[src/fsmt_pkg.sv]
`timescale 1ns / 1ps

package fsmt_pkg;

   localparam int SLOTS_DEF  = 512;

   localparam int OP_W       = 3;
   localparam int ID_W       = 16;
   localparam int SLOT_W     = 9;
   localparam int STATUS_W   = 2;
   localparam int SECTOR_W   = 24;
   localparam int COUNT_W    = 16;
   localparam int LCOUNT_W   = 10;
   localparam int SHIFT_W    = 3;
   localparam int CSR_IDX_W  = 2;
   localparam int CSR_DATA_W = 24;

   localparam logic [OP_W-1:0] OP_LOOKUP = 3'd0;
   localparam logic [OP_W-1:0] OP_ALLOC  = 3'd1;
   localparam logic [OP_W-1:0] OP_RECORD = 3'd2;
   localparam logic [OP_W-1:0] OP_DELETE = 3'd3;
   localparam logic [OP_W-1:0] OP_SCRUB  = 3'd4;

   localparam logic [STATUS_W-1:0] ST_OK        = 2'd0;
   localparam logic [STATUS_W-1:0] ST_NOT_FOUND = 2'd1;
   localparam logic [STATUS_W-1:0] ST_NO_FREE   = 2'd2;
   localparam logic [STATUS_W-1:0] ST_BAD       = 2'd3;

   localparam logic [CSR_IDX_W-1:0] IDX_FIRST_SECTOR  = 2'd0;
   localparam logic [CSR_IDX_W-1:0] IDX_LOGICAL_COUNT = 2'd1;
   localparam logic [CSR_IDX_W-1:0] IDX_GROUP_SHIFT   = 2'd2;

   localparam logic [SECTOR_W-1:0] FIRST_SECTOR_RST  = 24'd0;
   localparam logic [LCOUNT_W-1:0] LOGICAL_COUNT_RST = 10'd512;
   localparam logic [SHIFT_W-1:0]  GROUP_SHIFT_RST   = 3'd0;

   localparam logic [COUNT_W-1:0] COUNT_MAX = 16'hFFFF;

   typedef struct packed {
      logic [SECTOR_W-1:0] first_sector;
      logic [LCOUNT_W-1:0] logical_count;
      logic [SHIFT_W-1:0]  group_shift;
   } cfg_type;

   typedef struct packed {
      logic               valid;
      logic [ID_W-1:0]    owner;
      logic [COUNT_W-1:0] writes;
   } entry_type;

   typedef struct packed {
      logic [STATUS_W-1:0] status;
      logic [SLOT_W-1:0]   found_slot;
      logic [SECTOR_W-1:0] flash_sector;
      logic [COUNT_W-1:0]  write_count;
   } res_type;

endpackage

[src/fsmt_if.sv]


interface fsmt_csr_if;
   logic                             valid;
   logic                             ready;
   logic [fsmt_pkg::CSR_IDX_W-1:0]   index;
   logic [fsmt_pkg::CSR_DATA_W-1:0]  data;

   modport source (output valid, index, data, input ready);
   modport sink   (input valid, index, data, output ready);
endinterface

[src/fsmt_csr.sv]
`timescale 1ns / 1ps

module fsmt_csr (
   input  logic              clock,
   input  logic              reset,
   fsmt_csr_if.sink          csr_ch,
   output fsmt_pkg::cfg_type cfg
);

   fsmt_pkg::cfg_type cfg_ff;
   fsmt_pkg::cfg_type cfg_in;

   assign csr_ch.ready = 1'b1;
   assign cfg          = cfg_ff;

   always_comb begin
      cfg_in = cfg_ff;
      if (csr_ch.valid) begin
         unique case (csr_ch.index)
            fsmt_pkg::IDX_FIRST_SECTOR: begin
               cfg_in.first_sector = csr_ch.data[fsmt_pkg::SECTOR_W-1:0];
            end
            fsmt_pkg::IDX_LOGICAL_COUNT: begin
               cfg_in.logical_count = csr_ch.data[fsmt_pkg::LCOUNT_W-1:0];
            end
            fsmt_pkg::IDX_GROUP_SHIFT: begin
               cfg_in.group_shift = csr_ch.data[fsmt_pkg::SHIFT_W-1:0];
            end
            default: begin
               cfg_in = cfg_ff;
            end
         endcase
      end
   end

   always_ff @(posedge clock) begin
      if (reset) begin
         cfg_ff.first_sector  <= fsmt_pkg::FIRST_SECTOR_RST;
         cfg_ff.logical_count <= fsmt_pkg::LOGICAL_COUNT_RST;
         cfg_ff.group_shift   <= fsmt_pkg::GROUP_SHIFT_RST;
      end else begin
         cfg_ff <= cfg_in;
      end
   end

endmodule

[src/flat_wrapper.sv]
// flat-port wrapper written by rule: the top's interface ports become plain ports
module fsmt_csr_flat 
  (clock, reset, cfg, csr_ch_valid, csr_ch_index, csr_ch_data, csr_ch_ready);
  fsmt_csr_if csr_ch_i ();
  input  logic clock;
  input  logic reset;
  output fsmt_pkg::cfg_type cfg;
  input wire logic [$bits(csr_ch_i.valid)-1:0] csr_ch_valid;
  input wire logic [$bits(csr_ch_i.index)-1:0] csr_ch_index;
  input wire logic [$bits(csr_ch_i.data)-1:0] csr_ch_data;
  output wire logic [$bits(csr_ch_i.ready)-1:0] csr_ch_ready;
  assign csr_ch_i.valid = csr_ch_valid;
  assign csr_ch_i.index = csr_ch_index;
  assign csr_ch_i.data = csr_ch_data;
  assign csr_ch_ready = csr_ch_i.ready;
  fsmt_csr u_core (.clock(clock), .reset(reset), .csr_ch(csr_ch_i), .cfg(cfg));
endmodule
[config.mk]
export PLATFORM = sky130hd
export DESIGN_NAME = fsmt_csr_flat
export DESIGN_NICKNAME = d
export VERILOG_FILES = /design/src/fsmt_pkg.sv /design/src/fsmt_if.sv /design/src/fsmt_csr.sv /design/src/flat_wrapper.sv
export SDC_FILE = /design/constraint.sdc
export NUM_CORES = 1
export LEC_CHECK = 0
export BUFFER_PORTS_ARGS = -buffer_cell sky130_fd_sc_hd__buf_2
export CORE_MARGIN = 3
export CORE_UTILIZATION = 47
export CTS_CLUSTER_DIAMETER = 60
export DETAILED_ROUTE_END_ITERATION = 6
export PLACE_DENSITY = 0.75
export SKIP_LAST_GASP = 1
export SYNTH_ARGS = -nofsm -noshare
export SYNTH_HDL_FRONTEND = slang
export SYNTH_SLANG_ARGS = --single-unit
[constraint.sdc]
create_clock -name clock -period 0.8 [get_ports clock]
set_input_delay 0.04 -clock clock [delete_from_list [all_inputs] [get_ports clock]]
set_output_delay 0.04 -clock clock [all_outputs]
set_load 0.02 [all_outputs]
==> impl_metrics.csv <==
group,metric,value,unit
run_status,outcome,"finished with violations",
run_status,violations,"setup timing",
critical_path,cp_max_fo,2,
global_routing,grt_use_met2,41.8,%
clock_network,cts_tree,"yes",
clock_network,cts-root-buf,"clkbuf_4",
timing,final-max-slew-violation-count,0,
timing,whs,0.0389,ns
pwr,p_sw_share,25.4,%
timing,period_share,106,%
global_routing,grt_first_pass_wirelength,6.94,mm
pwr,clockPowerShare,27.5,%
logic_synthesis,netlist.area_leader.share,45.9,%
logic_synthesis,synth_fp_nets,180,
timing,setup_violations,37,
logic_synthesis,avgSynthCellArea,10.7,µm²
pwr,powerDensity,1400,mW/mm²
critical_path,path_delay_family,"flip-flops",
layout,area_delta_synth_final,62.3,%
layout,num_antenna_cells,0,
timing,hold_viol_final,0,
timing,min_period,0.852,ns
clock_network,clockBufferDepth,2,
logic_synthesis,synth_top_area_cell,"dfxtp_1",
layout,largest_reg_flops,37,
timing,finalClockSkew,0,ns
global_routing,grt.overflow.total,0,
placement,gp_congestion,0.685,
critical_path,cp-end-kind,"output pin",
floorplan,initial_core_util,51.2,%
pwr,seqPwrFrac,53.6,%
critical_path,slowest_stage,"dfxtp_2",
clock_network,cts_sinks,37,
logic_synthesis,synth_area,0.00161,mm²
global_routing,grt_start_max_net_pins,45,
timing,rsz0062_at_grt,"true",
routing,vias,1385,
routing,drt-total-wl,4.31,mm
floorplan,dieWidth,64.6,µm
layout,stdcell_count,294,
flow_run,drv_cap,0,
layout,final_layout_size_suffix_gt1_share,50.4,%
layout,n_fill_cell,198,
routing,vias_per_cell,4.71,
min_path,worstHoldPathType,"in2reg",
logic_synthesis,synthCells,151,
logic_synthesis,ys_seq_elements,37,
clock_network,cts_buffers,5,
routing,detail-route-antenna-nets,0,
placement,detailed_place_hpwl,2.49,mm
global_routing,busiest_layer,"met2",
routing,drt_pass1_iterations,6,
logic_synthesis,yosysSeqAreaShare,45.9,%
global_routing,gr-usage-all-layers,21.7,%
pwr,p_sw,0.933,mW
logic_synthesis,ys_warn_count,0,
routing,post_drt_wl_per_cell,14.7,µm
pwr,power.internal,2.74,mW
global_routing,met1_usage,23.1,%
critical_path,cp.arrival,0.81,ns
floorplan,die_area,0.00417,mm²
global_routing,grt_pass1_vias,1481,
pwr,p_leak,1.18,nW
logic_synthesis,ys_types,11,
floorplan,core,0.00315,mm²
floorplan,rows,20,
pwr,peakVddDrop,1100,µV
global_routing,antenna_found_initial,0,
critical_path,worstPathCellList,"buf_6",
placement,io_buffers,65,
critical_path,critPathRequiredTime,0.76,ns
placement,dp_cells,253,
timing,setup_slack,-0.0517,ns
global_routing,grtUsageMet3,6.76,%
routing,drcViolationCount,0,
critical_path,path_buf_inv,1,
critical_path,slowest_delay,0.36,ns
logic_synthesis,netlist_top_cells_area,"dfxtp_1 (46%), nand2b_1 (23%), mux2i_1 (23%)",
floorplan,fp.dieH,64.6,µm
routing,drt_iter0_drc,61,
critical_path,crit_type,"reg2out",
clock_network,clk_latency,0.33,ns
clock_network,clk_pin_slew,0.11,ns
layout,nets,279,
clock_network,ctsHtreeMaxLevel,2,
pwr,p_comb_share,18.9,%
timing,clock.fmax,1170,MHz
floorplan,ioPinCount,67,
critical_path,start_kind,"register",
## cell usage in the layout, fill, tap and decap left out
cell	Yosys	routed
nand2b_1	60	60
mux2i_1	37	37
buf_6	1	37
nand3b_1	2	2
buf_4	2	14
buf_2	0	28
buf_12	2	3
conb_1	1	1
nor3b_4	0	1
dfxtp_2	0	37
clkbuf_8	0	1
dlygate4sd3_1	0	21
clkbuf_4	0	5
nor2_1	2	2
clkbuf_1	6	1
## path summary, 6_finish.rpt
check        slack (ns)      startpoint              to  cells after the start
max               -0.05  u_core.cfg[29]         cfg[29]                      1
max reg2reg        0.07   u_core.cfg[7]   u_core.cfg[7]                      3
min                0.04  csr_ch_data[0]  u_core.cfg[13]                      3
min reg2reg        0.49  u_core.cfg[24]  u_core.cfg[24]                      2
## per-layer routing
| layer | share of wire (%) | wire [µm] |
|---|---|---|
| met1 | 39 | 1700 |
| met2 | 56 | 2410 |
| met3 | 4.5 | 194 |
| met4 | 0.093 | 4 |
| met5 | 0 | 0 |
## power by group through the flow
stage	registers [mW]	logic (mW)	clock network [mW]
after detailed placement	1.98	0.496	0
after CTS	1.97	0.669	1.01
after floorplan	2.06	0.235	0
final	1.97	0.692	1.01
after global routing	1.98	0.737	1.12
after global placement	1.98	0.480	0
## cell type report
| class | instances | area [µm²] | area share [%] |
|---|---|---|---|
| Tap cell | 44 | 55.1 | 2.10 |
| Multi-Input combinational cell | 103 | 791 | 30.2 |
| Sequential cell | 37 | 787 | 30.0 |
| Clock buffer | 7 | 55.1 | 2.10 |
| Timing Repair Buffer | 103 | 932 | 35.6 |
## synth_stat cells (all sizes together)
| cell | n |
|---|---|
| mux2i | 37 |
| nor3b | 1 |
| nor2 | 2 |
| buf | 5 |
| dfxtp | 37 |
| conb | 1 |
| clkbuf | 6 |
| nand2b | 60 |
| nand3b | 2 |
## cells by family after synthesis
| logic type | after synthesis | share of synthesized area [%] |
|---|---|---|
| mux | 37 | 22.9 |
| buf+inv | 11 | 5.50 |
| other cells | 1 | 0.232 |
| simple gates | 65 | 25.4 |
| flops | 37 | 45.9 |
## repair_timing
item                                    4_1_cts  5_1_grt
pin swaps                                     0        0
resized for setup                           111        0
endpoints found under the hold margin        24        1
buffers inserted                              8        5
endpoints found under the setup margin       37       37
hold buffers                                 20        1
## through the flow
| stage | area [µm²] | utilization, % | setup TNS [ns] | total power, mW | setup WS, ns |
|---|---|---|---|---|---|
| after detailed placement | 1980 | 62.8 | -3.00 | 2.48 | -0.142 |
| after global placement | 1980 | 62.8 | -1.89 | 2.46 | -0.0836 |
| after global routing | 2620 | 83.1 | -3.21 | 3.83 | -0.103 |
| after CTS | 2570 | 81.6 | -1.51 | 3.64 | -0.0595 |
| after floorplan | 1610 | - | 0 | 2.29 | 0.0626 |
| final | 2620 | 83.1 | -1.38 | 3.67 | -0.0517 |
Note: power is estimated with default switching activity, not from simulation.
