===== config.mk =====
export PLATFORM = sky130hd
export DESIGN_NAME = fsmt_rsp_flat
export DESIGN_NICKNAME = d
export VERILOG_FILES = /design/src/fsmt_pkg.sv /design/src/fsmt_if.sv /design/src/fsmt_rsp.sv /design/src/flat_wrapper.sv
export SDC_FILE = /design/constraint.sdc
export NUM_CORES = 1
export LEC_CHECK = 0
export BUFFER_PORTS_ARGS = -buffer_cell sky130_fd_sc_hd__buf_4
export CORE_MARGIN = 2
export CORE_UTILIZATION = 40
export CTS_BUF_LIST = sky130_fd_sc_hd__clkbuf_4 sky130_fd_sc_hd__clkbuf_8 sky130_fd_sc_hd__clkbuf_16
export DETAILED_ROUTE_END_ITERATION = 12
export PLACE_DENSITY = 0.76
export SLEW_MARGIN = 20
export SYNTH_ARGS = -nofsm -noshare
export SYNTH_HDL_FRONTEND = slang
export SYNTH_SLANG_ARGS = --single-unit
export TNS_END_PERCENT = 30

===== constraint.sdc =====
create_clock -name clock -period 1.45 [get_ports clock]
set_input_delay 0.29 -clock clock [delete_from_list [all_inputs] [get_ports clock]]
set_output_delay 0.29 -clock clock [all_outputs]
set_load 0.01 [all_outputs]

===== src/fsmt_pkg.sv =====
`timescale 1ns / 1ps

package fsmt_pkg;

   localparam int SLOTS_DEF  = 512;

   localparam int OP_W       = 3;
   localparam int ID_W       = 16;
   localparam int SLOT_W     = 9;
   localparam int STATUS_W   = 2;
   localparam int SECTOR_W   = 24;
   localparam int COUNT_W    = 16;
   localparam int LCOUNT_W   = 10;
   localparam int SHIFT_W    = 3;
   localparam int CSR_IDX_W  = 2;
   localparam int CSR_DATA_W = 24;

   localparam logic [OP_W-1:0] OP_LOOKUP = 3'd0;
   localparam logic [OP_W-1:0] OP_ALLOC  = 3'd1;
   localparam logic [OP_W-1:0] OP_RECORD = 3'd2;
   localparam logic [OP_W-1:0] OP_DELETE = 3'd3;
   localparam logic [OP_W-1:0] OP_SCRUB  = 3'd4;

   localparam logic [STATUS_W-1:0] ST_OK        = 2'd0;
   localparam logic [STATUS_W-1:0] ST_NOT_FOUND = 2'd1;
   localparam logic [STATUS_W-1:0] ST_NO_FREE   = 2'd2;
   localparam logic [STATUS_W-1:0] ST_BAD       = 2'd3;

   localparam logic [CSR_IDX_W-1:0] IDX_FIRST_SECTOR  = 2'd0;
   localparam logic [CSR_IDX_W-1:0] IDX_LOGICAL_COUNT = 2'd1;
   localparam logic [CSR_IDX_W-1:0] IDX_GROUP_SHIFT   = 2'd2;

   localparam logic [SECTOR_W-1:0] FIRST_SECTOR_RST  = 24'd0;
   localparam logic [LCOUNT_W-1:0] LOGICAL_COUNT_RST = 10'd512;
   localparam logic [SHIFT_W-1:0]  GROUP_SHIFT_RST   = 3'd0;

   localparam logic [COUNT_W-1:0] COUNT_MAX = 16'hFFFF;

   typedef struct packed {
      logic [SECTOR_W-1:0] first_sector;
      logic [LCOUNT_W-1:0] logical_count;
      logic [SHIFT_W-1:0]  group_shift;
   } cfg_type;

   typedef struct packed {
      logic               valid;
      logic [ID_W-1:0]    owner;
      logic [COUNT_W-1:0] writes;
   } entry_type;

   typedef struct packed {
      logic [STATUS_W-1:0] status;
      logic [SLOT_W-1:0]   found_slot;
      logic [SECTOR_W-1:0] flash_sector;
      logic [COUNT_W-1:0]  write_count;
   } res_type;

endpackage


===== src/fsmt_if.sv =====


interface fsmt_rsp_if;
   logic                           valid;
   logic                           ready;
   logic [fsmt_pkg::STATUS_W-1:0]  status;
   logic [fsmt_pkg::SLOT_W-1:0]    found_slot;
   logic [fsmt_pkg::SECTOR_W-1:0]  flash_sector;
   logic [fsmt_pkg::COUNT_W-1:0]   write_count;

   modport source (output valid, status, found_slot, flash_sector, write_count,
                   input ready);
   modport sink   (input valid, status, found_slot, flash_sector, write_count,
                   output ready);
endinterface



===== src/fsmt_rsp.sv =====
`timescale 1ns / 1ps

module fsmt_rsp (
   input  logic              clock,
   input  logic              reset,
   input  logic              res_valid,
   input  fsmt_pkg::res_type res,
   output logic              res_take,
   fsmt_rsp_if.source        rsp_ch
);

   logic              valid_ff, valid_in;
   fsmt_pkg::res_type data_ff, data_in;

   assign res_take = !valid_ff || rsp_ch.ready;

   always_comb begin
      valid_in = valid_ff;
      data_in  = data_ff;
      if (res_valid && res_take) begin
         valid_in = 1'b1;
         data_in  = res;
      end else if (rsp_ch.ready) begin
         valid_in = 1'b0;
      end
   end

   always_ff @(posedge clock) begin
      if (reset) begin
         valid_ff <= 1'b0;
      end else begin
         valid_ff <= valid_in;
      end
   end

   always_ff @(posedge clock) begin
      data_ff <= data_in;
   end

   assign rsp_ch.valid        = valid_ff;
   assign rsp_ch.status       = data_ff.status;
   assign rsp_ch.found_slot   = data_ff.found_slot;
   assign rsp_ch.flash_sector = data_ff.flash_sector;
   assign rsp_ch.write_count  = data_ff.write_count;

endmodule


===== src/flat_wrapper.sv =====
// flat-port wrapper written by rule: the top's interface ports become plain ports
module fsmt_rsp_flat 
  (clock, reset, res_valid, res, res_take, rsp_ch_valid, rsp_ch_status, rsp_ch_found_slot, rsp_ch_flash_sector, rsp_ch_write_count, rsp_ch_ready);
  fsmt_rsp_if rsp_ch_i ();
  input  logic clock;
  input  logic reset;
  input  logic res_valid;
  input  fsmt_pkg::res_type res;
  output logic res_take;
  output wire logic [$bits(rsp_ch_i.valid)-1:0] rsp_ch_valid;
  output wire logic [$bits(rsp_ch_i.status)-1:0] rsp_ch_status;
  output wire logic [$bits(rsp_ch_i.found_slot)-1:0] rsp_ch_found_slot;
  output wire logic [$bits(rsp_ch_i.flash_sector)-1:0] rsp_ch_flash_sector;
  output wire logic [$bits(rsp_ch_i.write_count)-1:0] rsp_ch_write_count;
  input wire logic [$bits(rsp_ch_i.ready)-1:0] rsp_ch_ready;
  assign rsp_ch_valid = rsp_ch_i.valid;
  assign rsp_ch_status = rsp_ch_i.status;
  assign rsp_ch_found_slot = rsp_ch_i.found_slot;
  assign rsp_ch_flash_sector = rsp_ch_i.flash_sector;
  assign rsp_ch_write_count = rsp_ch_i.write_count;
  assign rsp_ch_i.ready = rsp_ch_ready;
  fsmt_rsp u_core (.clock(clock), .reset(reset), .res_valid(res_valid), .res(res), .res_take(res_take), .rsp_ch(rsp_ch_i));
endmodule

==> results of run 1 <==
synth_stat cells, drive strengths merged:
master	number
and2	1
edfxtp	51
nand2b	1
inv	1
dfxtp	1
a21oi	1
through the flow:
stage,hold slack (ns),setup WS (ns),instances
3_5_place_dp,0.450,0.205,213
6_report,0.140,0.255,221
3_3_place_gp,0.447,0.244,213
2_1_floorplan,0.352,0.161,56
4_1_cts,0.126,0.234,221
5_1_grt,0.115,0.210,221
worst max path at each step:
stage / slack (ns) / to / cells past startpoint
after floorplan: 0.16 / u_core.rsp_ch.flash_sector[0]$_DFFE_PP_ / 2
after global placement: 0.24 / u_core.rsp_ch.write_count[9]$_DFFE_PP_ / 4
after detailed placement: 0.21 / u_core.rsp_ch.write_count[9]$_DFFE_PP_ / 4
after CTS: 0.23 / res_take / 2
after global routing: 0.21 / res_take / 2
final: 0.26 / res_take / 2
flip-flops by register name, indices dropped and copies added (netlist names):
signal,count
u_core.rsp_ch.flash_sector,24
u_core.rsp_ch.write_count,16
u_core.rsp_ch.found_slot,9
u_core.rsp_ch.status,2
u_core.rsp_ch.valid,1
power breakdown:
group | internal (mW) | switching [mW] | total [mW]
registers | 1.75 | 0.0257 | 1.78
clock network | 0.381 | 0.418 | 0.799
logic | 0.207 | 0.135 | 0.341
per-layer routing:
metal	global-route usage, %	wire length, µm	vias up
met5	0	0	-
met3	10.6	496	2
met2	25.9	1750	69
li1	-	-	451
met4	7.65	34	0
met1	14.1	993	448
kinds of logic (layout without fill, tap and decap cells):
logic type	count (synthesis)	count (layout)	share of synthesized area, %
flops	52	52	97.8
compound gates	1	1	0.552
buf+inv	1	118	0.236
simple gates	2	2	1.42
placed cells by master (no fill, tap or decap):
cell type and instances:
dfxtp_1 1, nand2b_4 1, buf_4 107, buf_12 2
and2_4 1, inv_1 1, edfxtp_1 51, clkbuf_8 6
clkinv_2 2, a21oi_2 1
cell type report:
| class | count | area [µm²] |
|---|---|---|
| Clock inverter | 2 | 10.0 |
| Tap cell | 48 | 60.1 |
| Fill cell | 268 | 1160 |
| Clock buffer | 6 | 82.6 |
| Timing Repair Buffer | 109 | 843 |
| Sequential cell | 52 | 1550 |
| Inverter | 1 | 3.75 |
| Multi-Input combinational cell | 3 | 31.3 |
critical path, cell delays in order (launching register included):
cell	delay [ns]
dfxtp_1	0.39
nand2b_4	0.08
buf_4	0.14
==> impl.org, run 1 <==
** Clocking
- Number of CTS-inserted buffers :: 5
- # resized after CTS :: 0
- Level count of the clock H-tree :: 2
- Clock tree root driver cell :: clkbuf_8
- CTS saw 52 sinks.
- The clock reaches the later pin of the worst-skew pair after between 0.2 and 0.3 ns.
- CTS Hold Bufs :: 0
- No sink is reached through more buffers than the 2 on the longest clock path.
- Clock tree from TritonCTS :: done
- Clock slew at reported path FFs :: 0.09 ns
- Number of buffers inserted to repair setup after CTS :: 0

** Place
- Post-DP Area :: approximately 2500 µm²
- After legalization and detailed placement, the total HPWL measured 2600 µm.
- Count of input and output buffers :: 107
- The congestion estimate from routability-driven global placement came to 0.685.

** Layout
- From synthesis to final layout, the design area changed by 62.8%.
- 0 antenna diodes ended up in the layout.
- Utilization after layout :: a little under 70%
- In the final design database the tool counted about 230 nets.
- The finished cells cover about 2600 µm².
- Cells with a size suffix above 1 make up between 60% and 70% of the layout.

** Drt
- Via-to-Cell Ratio :: between 4 and 5
- After detailed routing, the average wire length per cell comes to around 15 µm.
- Vias :: 970
- The first routing iteration left 20 violations.
- Wirelength, routed :: around 3300 µm
- In the routed design, unresolved DRC markers number 0.
- Detailed Routing Iterations Pass 1 :: 4
- In this run the remaining antenna-violating nets after routing total 0.

** Timing
- Fin Setup TNS :: 0 ns
- Endpoints failing setup :: 0
- RSZ-0062 raised after global routing :: false
- The number of pins exceeding their max-slew limit in the final report is 0.
- For this run, the top clock speed supported by timing is approximately 840 MHz.
- Min Tclk post-route :: between 1 and 1.5 ns
- Between clock sinks in the finished design, the worst skew comes to roughly 0.0065 ns.
- Dividing the final minimum period by the clock period gives a little over 80%.
- Relative slew margins :: 89.3%
- Final hold vios :: 0
- Worst Max-Slew Pin Slew :: 0.161 ns

** Run status
- Outcome :: completed

** Worst setup path
- For the worst flop-to-flop path, the logic depth is 3.
- Capturing element type of the critical path :: primary output
- Worst flop-to-flop path endpoint :: u_core.rsp_ch.write_count[6]$_DFFE_PP_
- The worst setup path is launched from a flip-flop.
- Arr. time, crit path :: about 0.90 ns
- In this run the worst setup path begins at u_core.rsp_ch.valid$_SDFFE_PP0P_.
- Required time worst endpoint :: around 1.2 ns
- In this run the worst path has a maximum fanout of 3.
- The startpoint identified for the worst register-to-register timing path is u_core.rsp_ch.valid$_SDFFE_PP0P_.
- CP Class :: reg -> out
- Setup slack on the worst flop-to-flop path :: about 0.28 ns

** Synthesis
- Proportion of synthesized chip area in sequential cells :: roughly 98%
- In the post-synthesis netlist, the biggest area contributors are edfxtp_1 (97%), dfxtp_1 (1.3%), nand2b_4 (0.87%).
- Synthesis handed over a netlist of 56 instances.
- Counting every net in the synthesized netlist gives around 110.
- Avg Cell Area, Syn :: 28.3 µm²
- In this run, distinct cell masters in the synthesized netlist total 6.
- Number of warnings printed during yosys synthesis :: 0
- Summed over its instances, the top area cell type makes up a little over nine tenths of the synthesized netlist area.
- Post-synth design cell area :: around 1600 µm²
- #FFs+latches synth :: 52
- Library cell with the largest summed area after synthesis :: edfxtp_1

** Power
- Worst VDD drop :: just under 0.0007 V
- Static leakage :: roughly 1.1 nW
- The design draws just under 3 mW.
- Cell area power density :: approximately 1100 nW/µm²

** Global route
- The first global-routing pass estimated roughly 4700 µm of wire.
- After global routing the overflow that remains totals 0.
- Entering global routing, the biggest net connects 24 pins.
- Via count of the first global-routing pass :: ~1k
- The initial antenna violation count was 0.
- Across every metal layer, demand over resource in global routing totals 15.5%.

** Floorplanning
- Core area :: 3740 µm²
- Pin placement for this block handled 108 I/O pins.
- Die Y-Extent :: between 60 and 70 µm
- Die X :: ~67 µm
- In this run the core area contains 22 standard-cell rows.
- For this configuration, the core starts out at a cell density of 42.4%.
- Total die area :: about 4500 µm²

** Worst hold path
- The worst hold path begins at reset.
- The path with the worst hold slack has its endpoint at u_core.rsp_ch.valid$_SDFFE_PP0P_.
- The tightest min-delay check is of the in -> reg type.
- The worst hold path was traced through 2 stages.

** Run
- Across the run, the number of max-cap violations was 0.
(Power assumes the default switching activity.)
==> inputs of run 2 (changes only) <==
- clock period: 1.45 -> 1.1 ns (I/O delays scaled with it)
==> run 2 against run 1 <==
Routed wire length is 5.9% lower. Via count fell by 0.72%. Non-clock buffer count rose by 1. Register-to-register slack worse by 0.25 ns. Clock-buffer cell count decreased by 1. Final cell count is 0.45% higher. Critical path type is now reg -> reg. Global-route usage decreased by 1.1 points.
==> impl.org, run 2 (synthesis gave the netlist of run 1 again) <==
** Drt
- The via count is 963 (was 970).
- The via count normalized by instance count is 4.34 (was 4.39).
- The average wire per cell in the routed design was 13.9 µm (was 14.8 µm).
- Iteration-0 DRC Markers :: 31 (was 20)
- DRC :: 0 (unchanged)
- Wirelength, routed :: 3080 µm (was 3270 µm)
- Detailed Routing Iterations Pass 1 :: 3 (was 4)
- Antenna Nets Post-Route :: 0 (unchanged)

** Clocking
- The clock network latency to the later pin of the worst-skew pair was 0.29 ns (about the same).
- The hold buffer count at cts is 0 (unchanged).
- The number of buffers inserted to repair setup after CTS was 0 (unchanged).
- The total CTS buffers came to 5 (unchanged).
- Clock net sink count :: 52 (unchanged)
- Bufs on Longest Clock Path :: 2 (unchanged)
- Clock slew at reported path FFs :: 0.08 ns (was 0.09 ns)
- The CTS root buffer is clkbuf_8 (unchanged).
- The TritonCTS clock tree is done (unchanged).
- The number of levels in the clock H-tree is 2 (unchanged).

** Worst hold path
- The hold path startpoint is reset (unchanged).
- Path category of the worst min-delay check :: in -> reg (unchanged)

** Worst setup path
- Source of the worst register-to-register timing path :: u_core.rsp_ch.valid$_SDFFE_PP0P_ (unchanged)
- The largest driver fanout on the critical path came to 25 (was 3).
- Element type at the critical path start :: flip-flop (unchanged)
- Arr. time, crit path :: 1.07 ns (was 0.90 ns)
- The endpoint required time on the critical path is 1.10 ns (was 1.16 ns).
- The kind of end point of the critical path was a flip-flop (was primary output).
- The capture point of the critical path is u_core.rsp_ch.flash_sector[11]$_DFFE_PP_ (was res_take).
- CP Class :: reg -> reg (was reg -> out)
- The critical path launch point is u_core.rsp_ch.valid$_SDFFE_PP0P_ (unchanged).
- The depth of the worst register-to-register path is 3 (unchanged).
- The setup slack on the worst flop-to-flop path was 0.03 ns (was 0.28 ns).
- The end of the worst register-to-register path is u_core.rsp_ch.flash_sector[11]$_DFFE_PP_ (was u_core.rsp_ch.write_count[6]$_DFFE_PP_).

** Floorplanning
- IO Pins :: 108 (unchanged)
- The floorplan die width is 67.0 µm (unchanged).
- The die extent in y was 67.0 µm (unchanged).
- The row count is 22 (unchanged).
- Core area :: 3740 µm² (unchanged)
- The effective utilization at floorplan is 42.4% (unchanged).
- The floorplan die area is 4490 µm² (unchanged).

** Layout
- Number of standard cells in the layout, taps in and fillers out :: 222 (was 221)
- The post-layout instance area was 2590 µm² (was 2580 µm²).
- The core occupancy in the finished layout came to 69.2% (was 69.0%).
- The synthesis-to-finish area growth is 63.2% (was 62.8%).
- Antenna diode count :: 0 (unchanged)
- The number of nets at the end of the flow is 228 (was 227).
- Proportion of layout cells with a drive suffix above 1 :: 69.5% (was 69.4%)
- The most common library cell in the layout ignoring fill and taps is buf_4 (unchanged).
- The number of flip-flops in the largest register is 24 (unchanged).
- Commonest non-fill, non-tap cells in the layout: buf_4 (106), edfxtp_1 (51), clkbuf_8 (5) (was buf_4 (107), edfxtp_1 (51), clkbuf_8 (6)).

** Timing
- The relative slew slack came to 91.1% (was 89.3%).
- Endpoints failing setup :: 0 (unchanged)
- The worst path in the final design needs a cycle of 1.07 ns, including I/O delays and setup.
- The maximum clock skew at final layout was 0.00596 ns (was 0.00650 ns).
- The final setup slack of the worst path came to 0.0298 ns (was 0.255 ns).
- Derived from the worst setup path, the maximum achievable clock frequency is 934 MHz.
- The slew at the pin with the worst max-slew slack was 0.134 ns (was 0.161 ns).
- Final hold vios :: 0 (unchanged)
- After layout, the worst path uses between 90 and 100% of the clock period.
- The number of pins exceeding their max-slew limit in the final report was 0 (unchanged).
- Fin Setup TNS :: 0 ns (unchanged)
- The worst hold margin came to 0.0634 ns (was 0.140 ns).
- RSZ-0062 raised after global routing :: true (was false)

** Place
- The pre-CTS worst setup slack came to 0.0274 ns (was 0.205 ns).
- Number of cells in the design after placement :: 215 (was 213)
- The count of input and output buffers was 107 (unchanged).
- Gp weighted congestion :: 0.701 (was 0.685)
- The post-detailed-placement cell area is 2510 µm² (was 2490 µm²).

** Global route
- The number of global-route vias before repair came to 1007 (was 1019).
- Number of antenna violations at the first check in global routing :: 0 (unchanged)
- The total routing resource utilization after global routing came to 14.4% (was 15.5%).
- Met1 routing resource usage after global routing :: 13.3% (was 14.1%)
- The met3 demand-to-capacity share in global routing is 11.3% (was 10.6%).
- The total congestion overflow was 0 (unchanged).
- Most used routing layer :: met2 (unchanged)
- The met2 track demand over resource came to 23.0% (was 25.9%).
- The largest net degree at the start of global routing came to 26 (was 24).
- Global-route wire length before repair :: 4390 µm (was 4660 µm)

** Run
- Max capacitance violation total :: 0 (unchanged)

** Power
- Worst VDD drop :: 0.00115 V (was 0.000693 V)
- Cell area power density :: 1450 nW/µm² (was 1130 nW/µm²)
- Static leakage :: 1.11 nW (was 1.10 nW)
- Pwr Total :: 3.75 mW (was 2.92 mW)

** Run status
- Outcome :: completed (unchanged)
[run 2: changes by cell type in the layout (fill, tap and decap cells not counted)]
cell      change
dfxtp_1       -1
clkinv_1      +1
dfxtp_2       +1
buf_6         +2
clkbuf_8      -1
buf_4         -1
[run 2: metal layers]
metal | wire, µm | vias up
met5 | 0 | -
met4 | 25 | 0
met3 | 579 | 2
met2 | 1560 | 73
met1 | 912 | 433
li1 | - | 455
[run 2: worst min-delay path by stage]
| stage | endpoint | slack [ns] | cells after the start |
|---|---|---|---|
| final | u_core.rsp_ch.valid$_SDFFE_PP0P_ | 0.06 | 2 |
| after detailed placement | u_core.rsp_ch.valid$_SDFFE_PP0P_ | 0.37 | 2 |
| after floorplan | u_core.rsp_ch.valid$_SDFFE_PP0P_ | 0.28 | 1 |
| after CTS | u_core.rsp_ch.valid$_SDFFE_PP0P_ | 0.05 | 2 |
| after global placement | u_core.rsp_ch.valid$_SDFFE_PP0P_ | 0.37 | 2 |
| after global routing | u_core.rsp_ch.valid$_SDFFE_PP0P_ | 0.05 | 2 |
[run 2: layout make-up]
cell class / instances / area (µm²)
well taps: 48 / 60.1
multi-input cells: 3 / 31.3
fillers: 269 / 1150
flip-flops and latches: 52 / 1550
inverters: 1 / 3.75
clock inverters: 3 / 13.8
clock buffers: 5 / 68.8
repair buffers: 110 / 858
[run 2: repair_timing]
item,in CTS,in global routing
pin swaps,0,0
setup endpoints to repair,1,26
gates resized for setup,1,1
[run 2: power breakdown]
| group | total (mW) | internal, mW | switching, mW |
|---|---|---|---|
| logic | 0.454 | 0.278 | 0.175 |
| registers | 2.34 | 2.31 | 0.0320 |
| clock network | 0.957 | 0.432 | 0.525 |
| total | 3.75 | 3.02 | 0.733 |
[run 2: critical path, cell delays in order (launching register included)]
cell      delay [ns]
dfxtp_2         0.34
nand2b_4        0.08
and2_4          0.18
buf_12          0.18
