$ cat config.mk
export PLATFORM = sky130hd
export DESIGN_NAME = fsmt_ctrl_flat
export DESIGN_NICKNAME = d
export VERILOG_FILES = /design/src/fsmt_pkg.sv /design/src/fsmt_if.sv /design/src/fsmt_ctrl.sv /design/src/flat_wrapper.sv
export SDC_FILE = /design/constraint.sdc
export NUM_CORES = 1
export LEC_CHECK = 0
export BUFFER_PORTS_ARGS = -buffer_cell sky130_fd_sc_hd__buf_2
export CORE_UTILIZATION = 55
export DETAILED_ROUTE_END_ITERATION = 10
export PLACE_DENSITY = 0.82
export SLEW_MARGIN = 20
export SYNTH_ARGS = -nofsm -noshare
export SYNTH_HDL_FRONTEND = slang
export SYNTH_SLANG_ARGS = --single-unit
$ cat constraint.sdc
create_clock -name clock -period 4.77 [get_ports clock]
set_clock_uncertainty 0.2 [all_clocks]
set_input_delay 0.477 -clock clock [delete_from_list [all_inputs] [get_ports clock]]
set_output_delay 0.477 -clock clock [all_outputs]
set_load 0.05 [all_outputs]
$ cat src/fsmt_pkg.sv
`timescale 1ns / 1ps

package fsmt_pkg;

   localparam int SLOTS_DEF  = 512;

   localparam int OP_W       = 3;
   localparam int ID_W       = 16;
   localparam int SLOT_W     = 9;
   localparam int STATUS_W   = 2;
   localparam int SECTOR_W   = 24;
   localparam int COUNT_W    = 16;
   localparam int LCOUNT_W   = 10;
   localparam int SHIFT_W    = 3;
   localparam int CSR_IDX_W  = 2;
   localparam int CSR_DATA_W = 24;

   localparam logic [OP_W-1:0] OP_LOOKUP = 3'd0;
   localparam logic [OP_W-1:0] OP_ALLOC  = 3'd1;
   localparam logic [OP_W-1:0] OP_RECORD = 3'd2;
   localparam logic [OP_W-1:0] OP_DELETE = 3'd3;
   localparam logic [OP_W-1:0] OP_SCRUB  = 3'd4;

   localparam logic [STATUS_W-1:0] ST_OK        = 2'd0;
   localparam logic [STATUS_W-1:0] ST_NOT_FOUND = 2'd1;
   localparam logic [STATUS_W-1:0] ST_NO_FREE   = 2'd2;
   localparam logic [STATUS_W-1:0] ST_BAD       = 2'd3;

   localparam logic [CSR_IDX_W-1:0] IDX_FIRST_SECTOR  = 2'd0;
   localparam logic [CSR_IDX_W-1:0] IDX_LOGICAL_COUNT = 2'd1;
   localparam logic [CSR_IDX_W-1:0] IDX_GROUP_SHIFT   = 2'd2;

   localparam logic [SECTOR_W-1:0] FIRST_SECTOR_RST  = 24'd0;
   localparam logic [LCOUNT_W-1:0] LOGICAL_COUNT_RST = 10'd512;
   localparam logic [SHIFT_W-1:0]  GROUP_SHIFT_RST   = 3'd0;

   localparam logic [COUNT_W-1:0] COUNT_MAX = 16'hFFFF;

   typedef struct packed {
      logic [SECTOR_W-1:0] first_sector;
      logic [LCOUNT_W-1:0] logical_count;
      logic [SHIFT_W-1:0]  group_shift;
   } cfg_type;

   typedef struct packed {
      logic               valid;
      logic [ID_W-1:0]    owner;
      logic [COUNT_W-1:0] writes;
   } entry_type;

   typedef struct packed {
      logic [STATUS_W-1:0] status;
      logic [SLOT_W-1:0]   found_slot;
      logic [SECTOR_W-1:0] flash_sector;
      logic [COUNT_W-1:0]  write_count;
   } res_type;

endpackage

$ cat src/fsmt_if.sv
`timescale 1ns / 1ps

interface fsmt_req_if;
   logic                         valid;
   logic                         ready;
   logic [fsmt_pkg::OP_W-1:0]    operation;
   logic [fsmt_pkg::ID_W-1:0]    map_id;
   logic [fsmt_pkg::SLOT_W-1:0]  slot;
   logic [fsmt_pkg::SLOT_W-1:0]  slot_end;

   modport source (output valid, operation, map_id, slot, slot_end, input ready);
   modport sink   (input valid, operation, map_id, slot, slot_end, output ready);
endinterface


$ cat src/fsmt_ctrl.sv
`timescale 1ns / 1ps

module fsmt_ctrl #(
   parameter  int SLOTS = fsmt_pkg::SLOTS_DEF,
   localparam int AW    = $clog2(SLOTS),
   localparam int NW    = $clog2(SLOTS + 1),
   localparam int PW    = (NW > fsmt_pkg::SLOT_W + 1) ? NW : fsmt_pkg::SLOT_W + 1
) (
   input  logic                clock,
   input  logic                reset,
   input  fsmt_pkg::cfg_type   cfg,
   fsmt_req_if.sink            req_ch,
   output logic                mem_wr_en,
   output logic [AW-1:0]       mem_wr_addr,
   output fsmt_pkg::entry_type mem_wr_data,
   output logic [AW-1:0]       mem_rd_addr,
   input  fsmt_pkg::entry_type mem_rd_data,
   output logic                res_valid,
   output fsmt_pkg::res_type   res,
   input  logic                res_take
);

   localparam logic [2:0] S_CLEAR = 3'd0;
   localparam logic [2:0] S_IDLE  = 3'd1;
   localparam logic [2:0] S_SCAN  = 3'd2;
   localparam logic [2:0] S_DEL   = 3'd3;
   localparam logic [2:0] S_ISSUE = 3'd4;

   logic [2:0]                    state_ff, state_in;
   logic [PW-1:0]                 cur_ff, cur_in;
   logic [AW-1:0]                 chk_ff, chk_in;
   logic                          chk_valid_ff, chk_valid_in;
   logic                          down_ff, down_in;
   logic [fsmt_pkg::OP_W-1:0]     op_ff, op_in;
   logic [fsmt_pkg::ID_W-1:0]     id_ff, id_in;
   logic [PW-1:0]                 start_ff, start_in;
   logic [fsmt_pkg::SLOT_W-1:0]   end_ff, end_in;
   fsmt_pkg::res_type             res_ff, res_in;

   logic [NW-1:0]                 active_n;
   logic [PW-1:0]                 active_p;
   logic [PW-1:0]                 limit;
   logic [PW-1:0]                 slot_p;
   logic [PW-1:0]                 start_w;
   logic                          in_range;
   logic                          match_id;
   logic                          stale;
   logic                          hit;
   logic [fsmt_pkg::COUNT_W-1:0]  next_writes;

   function automatic fsmt_pkg::res_type mk_res(
      input logic [fsmt_pkg::STATUS_W-1:0] status,
      input logic                          has,
      input logic [fsmt_pkg::SLOT_W-1:0]   slot9,
      input logic [fsmt_pkg::COUNT_W-1:0]  writes,
      input fsmt_pkg::cfg_type             cfg_v
   );
      fsmt_pkg::res_type r;
      r.status          = status;
      r.found_slot      = has ? slot9 : '0;
      r.flash_sector    = has ? cfg_v.first_sector
                                + (fsmt_pkg::SECTOR_W'(slot9) << cfg_v.group_shift) : '0;
      r.write_count     = has ? writes : '0;
      return r;
   endfunction

   assign active_n = (32'(cfg.logical_count) >= SLOTS) ? NW'(SLOTS) : NW'(cfg.logical_count);
   assign active_p = PW'(active_n);
   assign limit    = (op_ff == fsmt_pkg::OP_SCRUB) ? PW'(SLOTS) : active_p;
   assign in_range = cur_ff < limit;
   assign slot_p   = PW'(req_ch.slot);
   assign start_w  = (slot_p < active_p) ? slot_p : active_p - PW'(1);

   assign match_id = mem_rd_data.valid && (mem_rd_data.owner == id_ff);
   assign stale    = mem_rd_data.valid
                     && (mem_rd_data.owner >= fsmt_pkg::ID_W'(cfg.logical_count));
   assign next_writes = (mem_rd_data.writes == fsmt_pkg::COUNT_MAX) ?
                        mem_rd_data.writes : mem_rd_data.writes + fsmt_pkg::COUNT_W'(1);

   always_comb begin
      hit = 1'b0;
      if (chk_valid_ff) begin
         unique case (op_ff)
            fsmt_pkg::OP_LOOKUP: hit = match_id;
            fsmt_pkg::OP_RECORD: hit = match_id;
            fsmt_pkg::OP_ALLOC:  hit = !mem_rd_data.valid;
            default:             hit = 1'b0;
         endcase
      end
   end

   assign req_ch.ready = (state_ff == S_IDLE);
   assign res_valid    = (state_ff == S_ISSUE);
   assign res          = res_ff;

   always_comb begin
      state_in     = state_ff;
      cur_in       = cur_ff;
      chk_in       = chk_ff;
      chk_valid_in = chk_valid_ff;
      down_in      = down_ff;
      op_in        = op_ff;
      id_in        = id_ff;
      start_in     = start_ff;
      end_in       = end_ff;
      res_in       = res_ff;
      mem_wr_en    = 1'b0;
      mem_wr_addr  = cur_ff[AW-1:0];
      mem_wr_data  = '0;
      mem_rd_addr  = cur_ff[AW-1:0];

      unique case (state_ff)
         S_CLEAR: begin
            mem_wr_en = 1'b1;
            if (cur_ff == PW'(SLOTS - 1)) begin
               cur_in   = '0;
               state_in = S_IDLE;
            end else begin
               cur_in = cur_ff + PW'(1);
            end
         end

         S_IDLE: begin
            if (req_ch.valid) begin
               op_in        = req_ch.operation;
               id_in        = req_ch.map_id;
               end_in       = req_ch.slot_end;
               chk_valid_in = 1'b0;
               down_in      = 1'b0;
               unique case (req_ch.operation)
                  fsmt_pkg::OP_LOOKUP, fsmt_pkg::OP_RECORD, fsmt_pkg::OP_SCRUB: begin
                     cur_in   = '0;
                     state_in = S_SCAN;
                  end
                  fsmt_pkg::OP_ALLOC: begin
                     if (active_n == '0) begin
                        res_in   = mk_res(fsmt_pkg::ST_NO_FREE, 1'b0, '0, '0, cfg);
                        state_in = S_ISSUE;
                     end else begin
                        cur_in   = start_w;
                        start_in = start_w;
                        state_in = S_SCAN;
                     end
                  end
                  fsmt_pkg::OP_DELETE: begin
                     if (req_ch.slot > req_ch.slot_end) begin
                        res_in   = mk_res(fsmt_pkg::ST_BAD, 1'b0, '0, '0, cfg);
                        state_in = S_ISSUE;
                     end else begin
                        cur_in   = slot_p;
                        state_in = S_DEL;
                     end
                  end
                  default: begin
                     res_in   = mk_res(fsmt_pkg::ST_BAD, 1'b0, '0, '0, cfg);
                     state_in = S_ISSUE;
                  end
               endcase
            end
         end

         S_SCAN: begin
            if (hit) begin
               mem_wr_addr = chk_ff;
               state_in    = S_ISSUE;
               unique case (op_ff)
                  fsmt_pkg::OP_RECORD: begin
                     mem_wr_en   = 1'b1;
                     mem_wr_data = '{valid: 1'b1, owner: id_ff, writes: next_writes};
                     res_in = mk_res(fsmt_pkg::ST_OK, 1'b1, fsmt_pkg::SLOT_W'(chk_ff),
                                     next_writes, cfg);
                  end
                  fsmt_pkg::OP_ALLOC: begin
                     mem_wr_en   = 1'b1;
                     mem_wr_data = '{valid: 1'b1, owner: id_ff,
                                     writes: fsmt_pkg::COUNT_W'(1)};
                     res_in = mk_res(fsmt_pkg::ST_OK, 1'b1, fsmt_pkg::SLOT_W'(chk_ff),
                                     fsmt_pkg::COUNT_W'(1), cfg);
                  end
                  default: begin
                     res_in = mk_res(fsmt_pkg::ST_OK, 1'b1, fsmt_pkg::SLOT_W'(chk_ff),
                                     mem_rd_data.writes, cfg);
                  end
               endcase
            end else begin
               // drop stale owners one entry behind the read
               if (op_ff == fsmt_pkg::OP_SCRUB && chk_valid_ff && stale) begin
                  mem_wr_en   = 1'b1;
                  mem_wr_addr = chk_ff;
               end
               if (in_range) begin
                  chk_in       = cur_ff[AW-1:0];
                  chk_valid_in = 1'b1;
                  cur_in       = down_ff ? cur_ff - PW'(1) : cur_ff + PW'(1);
               end else if (chk_valid_ff) begin
                  chk_valid_in = 1'b0;
               end else if (op_ff == fsmt_pkg::OP_ALLOC && !down_ff) begin
                  down_in = 1'b1;
                  cur_in  = start_ff - PW'(1);
               end else begin
                  state_in = S_ISSUE;
                  if (op_ff == fsmt_pkg::OP_ALLOC) begin
                     res_in = mk_res(fsmt_pkg::ST_NO_FREE, 1'b0, '0, '0, cfg);
                  end else if (op_ff == fsmt_pkg::OP_SCRUB) begin
                     res_in = mk_res(fsmt_pkg::ST_OK, 1'b0, '0, '0, cfg);
                  end else begin
                     res_in = mk_res(fsmt_pkg::ST_NOT_FOUND, 1'b0, '0, '0, cfg);
                  end
               end
            end
         end

         S_DEL: begin
            if (cur_ff <= PW'(end_ff) && cur_ff < PW'(SLOTS)) begin
               mem_wr_en = 1'b1;
               cur_in    = cur_ff + PW'(1);
            end else begin
               res_in   = mk_res(fsmt_pkg::ST_OK, 1'b0, '0, '0, cfg);
               state_in = S_ISSUE;
            end
         end

         S_ISSUE: begin
            if (res_take) begin
               state_in = S_IDLE;
            end
         end

         default: begin
            state_in = S_IDLE;
         end
      endcase
   end

   always_ff @(posedge clock) begin
      if (reset) begin
         state_ff     <= S_CLEAR;
         cur_ff       <= '0;
         chk_valid_ff <= 1'b0;
         down_ff      <= 1'b0;
         op_ff        <= fsmt_pkg::OP_LOOKUP;
      end else begin
         state_ff     <= state_in;
         cur_ff       <= cur_in;
         chk_valid_ff <= chk_valid_in;
         down_ff      <= down_in;
         op_ff        <= op_in;
      end
   end

   always_ff @(posedge clock) begin
      chk_ff   <= chk_in;
      id_ff    <= id_in;
      start_ff <= start_in;
      end_ff   <= end_in;
      res_ff   <= res_in;
   end

endmodule

$ cat src/flat_wrapper.sv
// flat-port wrapper written by rule: the top's interface ports become plain ports
module fsmt_ctrl_flat 
#(
   parameter  int SLOTS = fsmt_pkg::SLOTS_DEF,
   localparam int AW    = $clog2(SLOTS),
   localparam int NW    = $clog2(SLOTS + 1),
   localparam int PW    = (NW > fsmt_pkg::SLOT_W + 1) ? NW : fsmt_pkg::SLOT_W + 1
)
  (clock, reset, cfg, mem_wr_en, mem_wr_addr, mem_wr_data, mem_rd_addr, mem_rd_data, res_valid, res, res_take, req_ch_valid, req_ch_operation, req_ch_map_id, req_ch_slot, req_ch_slot_end, req_ch_ready);
  fsmt_req_if req_ch_i ();
  input  logic clock;
  input  logic reset;
  input  fsmt_pkg::cfg_type cfg;
  output logic mem_wr_en;
  output logic [AW-1:0] mem_wr_addr;
  output fsmt_pkg::entry_type mem_wr_data;
  output logic [AW-1:0] mem_rd_addr;
  input  fsmt_pkg::entry_type mem_rd_data;
  output logic res_valid;
  output fsmt_pkg::res_type res;
  input  logic res_take;
  input wire logic [$bits(req_ch_i.valid)-1:0] req_ch_valid;
  input wire logic [$bits(req_ch_i.operation)-1:0] req_ch_operation;
  input wire logic [$bits(req_ch_i.map_id)-1:0] req_ch_map_id;
  input wire logic [$bits(req_ch_i.slot)-1:0] req_ch_slot;
  input wire logic [$bits(req_ch_i.slot_end)-1:0] req_ch_slot_end;
  output wire logic [$bits(req_ch_i.ready)-1:0] req_ch_ready;
  assign req_ch_i.valid = req_ch_valid;
  assign req_ch_i.operation = req_ch_operation;
  assign req_ch_i.map_id = req_ch_map_id;
  assign req_ch_i.slot = req_ch_slot;
  assign req_ch_i.slot_end = req_ch_slot_end;
  assign req_ch_ready = req_ch_i.ready;
  fsmt_ctrl #(.SLOTS(SLOTS)) u_core (.clock(clock), .reset(reset), .cfg(cfg), .req_ch(req_ch_i), .mem_wr_en(mem_wr_en), .mem_wr_addr(mem_wr_addr), .mem_wr_data(mem_wr_data), .mem_rd_addr(mem_rd_addr), .mem_rd_data(mem_rd_data), .res_valid(res_valid), .res(res), .res_take(res_take));
endmodule
==> qor.yml, run 1 <==
rows: 45
cts_buffer_depth: 2
die_area_um2: 16300
gp_congestion: 0.957
netlist_instances: 944
die_h_um: 128
worstPathRequired_ns: 4.09
rr_endpoint: "u_core.cur_ff[8]"
synthArstFlopShare_pct: 0
rsz0062_at_grt: "false"
hp-class: "in2reg"
seq_power_share_pct: 35.9
grt_usage_pct: 29.8
synth_warnings: 0
p_comb_share_pct: 30.7
fp.dieW_um: 128
path_max_fanout: 13
yosysSeqAreaShare_pct: 37.0
hold_path_end: "u_core.id_ff[3]"
num_vias: 8086
synth_nets: 1123
hold_viol: 0
setup_viol: 0
final_core_util_pct: 67.9
yosys.area.top_type_share_pct: 32.9
synth_cell_type_count: 68
first_global_vias: 7614
post-dp-hpwl_mm: 18.3
rrSetupSlack_ns: 0.95
top_layer: "met4"
first_iter_violations: 922
power_density_nw_per_um2: 328
netSwitchingFraction_pct: 35.5
fin_crit_sh_pct: 83.4
clk_latency_ns: 0.41
route.detailed.drc: 0
clkTransAtPathRegs_ns: 0.05
fin_nets: 1318
p_clk_share_pct: 33.4
yosysTopAreaCell: "edfxtp_1"
fin_crit_ns: 3.98
worst_pin_slew_ns: 0.883
grt_start_max_net_pins: 30
reg2reg_from: "u_core.op_ff[2]"
antenna_found_initial: 0
syn_area_um2: 8680
root_buffer: "clkbuf_16"
drive_gt1_share_pct: 25.0
numCtsBuffers: 17
status: "finished clean"
clock-sinks: 113
ys_ff_latch: 113
path_class: "reg2out"
wl_per_cell_um: 17.5
worst_slack_ns: 0.793
wl_mm: 23.9
dr.pass1.iters: 5
critPathArrivalTime_ns: 3.30
drv_slew: 0
core_um2: 15300
p_leak_nw: 4.63
avgViaCountPerCell: 5.94
synth_edf_count: 95
p_int_mw: 2.20
port_buffers: 215
syn_area_per_cell_um2: 9.19
p_sw_mw: 1.21
crit_path_start_kind: "register"
endpoint_kind: "primary output"
wl_met2_mm: 11.1
min_from: "req_ch_map_id[3]"
ys_dominant_reg_cell: "edfxtp_1"
initial_utilization_pct: 56.7
grt_first_pass_wirelength_mm: 37.9
num_io_pins: 216
max-vdd-ir-drop_mv: 0.247
post-cts-setup-buffers: 0
hold_depth: 1
tns_ns: 0
dp_slack_ns: 0.978
antenna_cells: 0
grt-ovfl-total: 0
syn_to_final_growth_pct: 19.9
wl_met3_mm: 1.97
drt-met1-wl_mm: 10.4
synth_area_leaders: "edfxtp_1, ha_1, dfxtp_1, xnor2_1, nand2_1"
timing.fmax_mhz: 251
detail-route-antenna-nets: 0
tritoncts: "done"
hold_buffers: 0
slew_headroom_pct: 40.8
cap_violations: 0
reg2reg_depth: 12
cts.repair.resized: 0
htree_num_levels: 4
[worst max-delay path: stages, from the launching register on]
cell	delay, ns
dfxtp_1	0.68
ha_1	0.34
a21o_1	0.17
a2111oi_0	0.63
a21oi_1	0.26
o31ai_1	0.45
buf_2	0.35
[logic make-up (layout without fill, tap and decap cells)]
kind of cell / after synthesis / after routing / synth area share (%)
flops: 113 / 113 / 37.0
buf+inv: 105 / 312 / 5.13
simple gates: 328 / 328 / 19.1
xor+xnor: 68 / 68 / 6.86
mux: 41 / 41 / 4.96
compound gates: 221 / 221 / 17.0
fa+ha+maj: 68 / 68 / 9.89
[how the worst max path moves through the flow]
stage	start	cells after the start	slack, ns	endpoint
global route	u_core.op_ff[2]	12	0.57	u_core.cur_ff[8]
global placement	cfg[0]	11	1.01	u_core.res[37]
floorplan	cfg[12]	11	0.69	u_core.res[0]
detailed placement	cfg[12]	12	0.98	u_core.res[42]
finish	u_core.cur_ff[5]	6	0.79	mem_wr_en
CTS	u_core.op_ff[0]	7	0.82	mem_wr_data[10]
[synthesized netlist by cell type (9+ instances only)]
cell      number
a211oi_1      15
a21o_1        20
a21oi_1       62
and3_1        45
buf_4         10
clkbuf_1      37
dfxtp_1       18
edfxtp_1      95
ha_1          67
inv_1         49
mux2_2        16
mux2i_1       25
nand2_1       83
nand3_1       28
nand4_1       14
nor2_1        69
nor2b_1       12
nor3_1        20
nor4_1        11
o21ai_0       40
or3_1          9
xnor2_1       37
xor2_1        31
[power groups by stage]
stage	clock [mW]	combinational (mW)	sequential [mW]
global placement	0	1.02	1.24
detailed placement	0	1.03	1.24
CTS	1.15	1.04	1.22
floorplan	0	0.664	1.34
finish	1.14	1.05	1.23
global route	1.20	1.13	1.23
[final cells by class]
type	instances	area, µm²
fill	1271	4910
clock buffer	19	433
tap	211	264
sequential	113	3210
inverter	50	188
multi-input combinational	726	5020
timing repair buffer	231	1200
clock inverter	12	95.1
[registers in the layout, summed over array words and instances, names as in the netlist]
name,flops
u_core.id_ff,16
u_core.chk_ff,9
u_core.end_ff,9
u_core.start_ff,10
u_core.down_ff,1
u_core.chk_valid_ff,1
u_core.res,51
u_core.state_ff,3
u_core.cur_ff,10
u_core.op_ff,3
[routing by layer]
layer  up-vias  GRT usage (%)
met5         -              0
met4         0           10.3
met3        39           7.16
met2       384           48.9
met1      3767           38.7
li1       3896              -
[stage by stage]
| stage | cells | power (mW) | hold WS (ns) | area, µm² |
|---|---|---|---|---|
| 6_report | 1362 | 3.42 | 0.0416 | 10400 |
| 5_1_grt | 1362 | 3.57 | 0.0142 | 10400 |
| 4_1_cts | 1362 | 3.42 | 0.0204 | 10400 |
| 3_5_place_dp | 1331 | 2.28 | 0.345 | 9880 |
| 3_3_place_gp | 1331 | 2.26 | 0.331 | 9880 |
| 2_1_floorplan | 944 | 2.00 | 0.258 | 8680 |
[cells in the final DEF, fill, tap and decap left out, types with 4 or more instances in the layout]
master     synthesis  layout
and4_1             4       4
and3_1            45      45
buf_4             10      16
and2_1             5       5
o31ai_1            8       8
nor2b_1           12      12
a311oi_1           6       6
ha_1              67      67
buf_2              5     215
nand3_1           28      28
xnor2_1           37      37
nor3_1            20      20
edfxtp_1          95      95
or3_1              9       9
a211oi_1          15      15
mux2_2            16      16
clkinv_2           0       6
o32ai_1            8       8
nand2b_1           8       8
dfxtp_1           18      18
nor4_1            11      11
a21o_1            20      20
a41oi_1            4       4
clkbuf_16          0      17
o22ai_1            5       5
nor2_1            69      69
or4_1              6       6
mux2i_1           25      25
inv_1             49      48
o21ai_0           40      40
a31oi_1            6       6
a221oi_1           6       6
nand4_1           14      14
nand2_1           83      83
a21oi_1           62      62
xor2_1            31      31
a2111oi_0          4       4
No activity file was read; power rests on OpenSTA's default activity.
==> run 2: changes to the inputs <==
==> constraint.sdc (replaced) <==
create_clock -name clock -period 4 [get_ports clock]
set_clock_uncertainty 0.2 [all_clocks]
set_input_delay 0.4 -clock clock [delete_from_list [all_inputs] [get_ports clock]]
set_output_delay 0.4 -clock clock [all_outputs]
set_load 0.05 [all_outputs]
==> qor.yml, run 2 (same netlist as run 1, synthesis figures left out) <==
fin_crit_sh_pct: 95.8
path_max_fanout: 18
slowest_delay_ns: 0.64
critPathArrivalTime_ns: 3.23
wl_mm: 25.1
core_um2: 15300
num_io_pins: 216
tns_ns: 0
clk_latency_ns: 0.42
fin_nets: 1349
grt_usage_pct: 31.1
status: "finished clean"
largest_register_ff_count: 51
dr.pass1.iters: 5
clkTransAtPathRegs_ns: 0.05
numCtsBuffers: 17
first_global_vias: 7871
path_class: "reg2out"
drv_slew: 0
grt-ovfl-total: 0
rows: 45
holdWs_ns: 0.0765
rr_endpoint: "u_core.res[44]"
crit_buf_inv: 2
post-cts-setup-buffers: 0
drive_gt1_share_pct: 25.3
power_density_nw_per_um2: 392
rrSetupSlack_ns: 0.32
hp-class: "in2reg"
p_leak_nw: 4.77
crit_slowest_cell: "or3_1"
reg2reg_from: "u_core.op_ff[1]"
grt_first_pass_wirelength_mm: 39.3
fin_crit_ns: 3.83
setup_viol: 0
post-dp-hpwl_mm: 19.2
hold_path_end: "u_core.op_ff[2]"
cap_violations: 0
first_iter_violations: 803
fp.dieW_um: 128
place_inst: 1337
gp_congestion: 0.980
crit_family: "simple AND/OR/NAND/NOR gates"
hold_depth: 3
die_h_um: 128
max-vdd-ir-drop_mv: 0.303
root_buffer: "clkbuf_16"
reg2reg_depth: 12
die_area_um2: 16300
final_cell_mix: "buf_2, edfxtp_1, nand2_1"
avgViaCountPerCell: 5.95
initial_utilization_pct: 56.7
route.detailed.drc: 0
antenna_cells: 0
htree_num_levels: 4
crit_path_start_kind: "register"
tritoncts: "done"
timing.fmax_mhz: 261
hold_viol: 0
worstPathRequired_ns: 3.40
num_vias: 8301
cp_common_cell: "or3_1"
syn_to_final_growth_pct: 24.0
detail-route-antenna-nets: 0
grt_start_max_net_pins: 52
wl_per_cell_um: 18.0
rsz0062_at_grt: "false"
crit_chain: "inv_2 > or3_1 > or3b_4 > o21a_4 > or3_1 > nor3_2 > buf_2"
min_from: "req_ch_operation[2]"
port_buffers: 215
antenna_found_initial: 0
slew_headroom_pct: 35.8
layout.cells.non_filler: 1394
worst_pin_slew_ns: 0.956
final_common_cell: "buf_2"
cts_buffer_depth: 2
clock-sinks: 113
endpoint_kind: "primary output"
n_fill_cell: 1260
[run 2: cell types whose count changed in the layout (fill, tap and decap cells not counted), moves of 2 or more]
cell | before | now
clkinv_4 | 1 | 6
clkbuf_1 | 2 | 0
buf_4 | 16 | 21
clkinvlp_4 | 3 | 6
clkinv_2 | 6 | 1
dlygate4sd3_1 | 0 | 25
[run 2: worst register-to-register path, stage by stage (launching register included)]
cell	delay, ns
dfxtp_1	0.48
nor3b_1	0.13
nor2_1	0.40
nand2_1	0.14
ha_1	0.32
o2111a_1	0.19
o41ai_1	0.07
a21oi_1	0.17
o22ai_2	0.11
o311a_1	0.31
nand4bb_1	0.26
clkinvlp_4	0.12
buf_6	0.38
[run 2: per-stage QoR]
stage          area, µm²  total power [mW]  worst slack (ns)  util [%]
3_5_place_dp        9930              2.75             0.196      64.8
2_1_floorplan       8680              2.39             0.147         -
6_report           10800              4.21             0.166      70.2
4_1_cts            10700              4.20             0.175      70.2
5_1_grt            10800              4.38            0.0375      70.2
3_3_place_gp        9930              2.73             0.272      64.8
[run 2: routing by layer]
metal	share of wire (%)	up-vias	global-route usage, %	wire length, µm
met1	43	3876	40.2	10800
met5	0	-	0	0
met3	7.2	59	4.86	1820
li1	-	3963	-	-
met2	47	403	51.1	11700
met4	3.3	0	14.9	826
[run 2: report_power, final]
part           switching, mW  internal [mW]
Sequential            0.0747           1.37
Clock                  0.595          0.851
Combinational          0.871          0.452
Total                   1.54           2.67
[run 2: worst max-delay path by stage]
stage / start / to / slack [ns] / cells after the start
detailed placement: cfg[0] / u_core.res[39] / 0.20 / 11
floorplan: u_core.op_ff[1] / u_core.res[0] / 0.15 / 12
global route: u_core.chk_ff[7] / u_core.res[39] / 0.04 / 12
global placement: cfg[0] / u_core.res[37] / 0.27 / 11
finish: u_core.op_ff[0] / mem_wr_data[10] / 0.17 / 7
CTS: u_core.op_ff[0] / mem_wr_data[10] / 0.18 / 7
[run 2: layout make-up]
type / count / area (µm²) / area share [%]
flip-flops and latches: 113 / 3210 / 29.9
clock buffers: 19 / 464 / 4.32
repair buffers: 262 / 1500 / 13.9
clock inverters: 13 / 106 / 0.989
inverters: 50 / 191 / 1.78
multi-input cells: 726 / 5020 / 46.7
well taps: 211 / 264 / 2.45
[run 2: repair_timing]
| action | 4_1_cts | 5_1_grt |
|---|---|---|
| endpoints found under the hold margin | 25 | 0 |
| gates resized for setup | 0 | 2 |
| hold buffers | 25 | 0 |
| setup endpoints to repair | 0 | 59 |
==> run 3: changes to the inputs <==
==> constraint.sdc (replaced) <==
create_clock -name clock -period 4 [get_ports clock]
set_clock_uncertainty 0.2 [all_clocks]
set_input_delay 0.2 -clock clock [delete_from_list [all_inputs] [get_ports clock]]
set_output_delay 0.2 -clock clock [all_outputs]
set_load 0.05 [all_outputs]
==> qor.yml, run 3 (same netlist as run 1, synthesis figures left out) <==
status: "finished clean"
fin_area_um2: 11100
wl_mm: 25.8
final_common_cell: "buf_2"
critPathArrivalTime_ns: 3.27
clk_latency_ns: 0.42
cap_violations: 0
path_max_fanout: 18
slowest_delay_ns: 0.64
fin_crit_sh_pct: 91.8
crit_path_start_kind: "register"
dr.pass1.iters: 8
grt_first_pass_wirelength_mm: 40.6
htree_num_levels: 4
root_buffer: "clkbuf_16"
hold_depth: 3
numCtsBuffers: 17
first_global_vias: 8181
die_area_um2: 16300
detail-route-antenna-nets: 0
worstPathRequired_ns: 3.60
syn_to_final_growth_pct: 28.5
rsz0062_at_grt: "false"
worst_pin_slew_ns: 0.920
power_density_nw_per_um2: 393
die_h_um: 128
largest_register_ff_count: 51
hold_viol: 0
crit_slowest_cell: "or3_1"
antenna_found_initial: 0
grt_usage_pct: 31.9
initial_utilization_pct: 56.7
clkTransAtPathRegs_ns: 0.05
rows: 45
gp_congestion: 0.986
path_class: "reg2out"
n_fill_cell: 1179
clock-sinks: 113
route.detailed.drc: 0
p_leak_nw: 4.95
first_iter_violations: 979
wl_per_cell_um: 18.1
placed_cell_area_um2: 9900
grt_start_max_net_pins: 52
port_buffers: 215
final_cell_mix: "buf_2, edfxtp_1, nand2_1"
fin_nets: 1383
holdWs_ns: 0.0255
core_um2: 15300
fin_crit_ns: 3.67
drive_gt1_share_pct: 24.1
reg2reg_depth: 12
avgViaCountPerCell: 6.03
drv_slew: 0
post-cts-setup-buffers: 0
post-dp-hpwl_mm: 18.7
setup_viol: 0
fp.dieW_um: 128
hp-class: "in2reg"
tns_ns: 0
antenna_cells: 0
num_vias: 8604
endpoint_kind: "primary output"
cts_buffer_depth: 2
crit_chain: "inv_2 > or3_1 > or3b_4 > o21a_4 > or3_1 > nor3_2 > buf_2"
num_io_pins: 216
cp_common_cell: "or3_1"
grt-ovfl-total: 0
timing.fmax_mhz: 272
slew_headroom_pct: 38.3
tritoncts: "done"
max-vdd-ir-drop_mv: 0.291
final_core_util_pct: 72.8
[run 3: layout make-up]
type	count	area [µm²]	share of cell area (%)
Clock buffer	18	429	3.85
Clock inverter	14	188	1.68
Inverter	50	191	1.72
Multi-Input combinational cell	726	5020	45.0
Sequential cell	113	3210	28.8
Tap cell	211	264	2.37
Timing Repair Buffer	296	1840	16.5
[run 3: final timing paths]
kind | start | end | slack [ns]
max reg2reg | u_core.op_ff[1] | u_core.res[47] | 0.33
min reg2reg | u_core.state_ff[1] | u_core.state_ff[1] | 0.44
max | u_core.op_ff[0] | mem_wr_data[10] | 0.33
min | cfg[29] | u_core.res[32] | 0.03
[run 3: layer usage]
layer	up-vias	track usage (%)	part of all wire [%]
met2	527	52.5	47
li1	4028	-	-
met5	-	0	0
met3	81	5.57	8.8
met4	0	16.6	4.1
met1	3968	40.4	40
[run 3: where the power goes]
group	leakage, nW	internal, mW	switching [mW]
Combinational	3.68	0.464	0.858
Sequential	0.976	1.37	0.0874
Clock	0.294	1.04	0.557
[run 3: metrics by stage]
step           cells  total power [mW]  setup slack, ns
3_5_place_dp    1333              2.73            0.195
4_1_cts         1428              4.36            0.183
3_3_place_gp    1333              2.70            0.355
2_1_floorplan    944              2.39            0.147
6_report        1428              4.38            0.328
5_1_grt         1428              4.55            0.103
[run 3: critical path, delay by kind of cell, from the launching register on]
family	cells	cell delay, ns
flops	1	0.45
compound gates	1	0.16
buf+inv	2	0.38
simple gates	4	1.87
[run 3: what timing repair did]
| item | in CTS | in global routing |
|---|---|---|
| resized for setup | 0 | 1 |
| hold endpoints to repair | 68 | 0 |
| hold buffers | 63 | 0 |
| setup endpoints to repair | 0 | 61 |
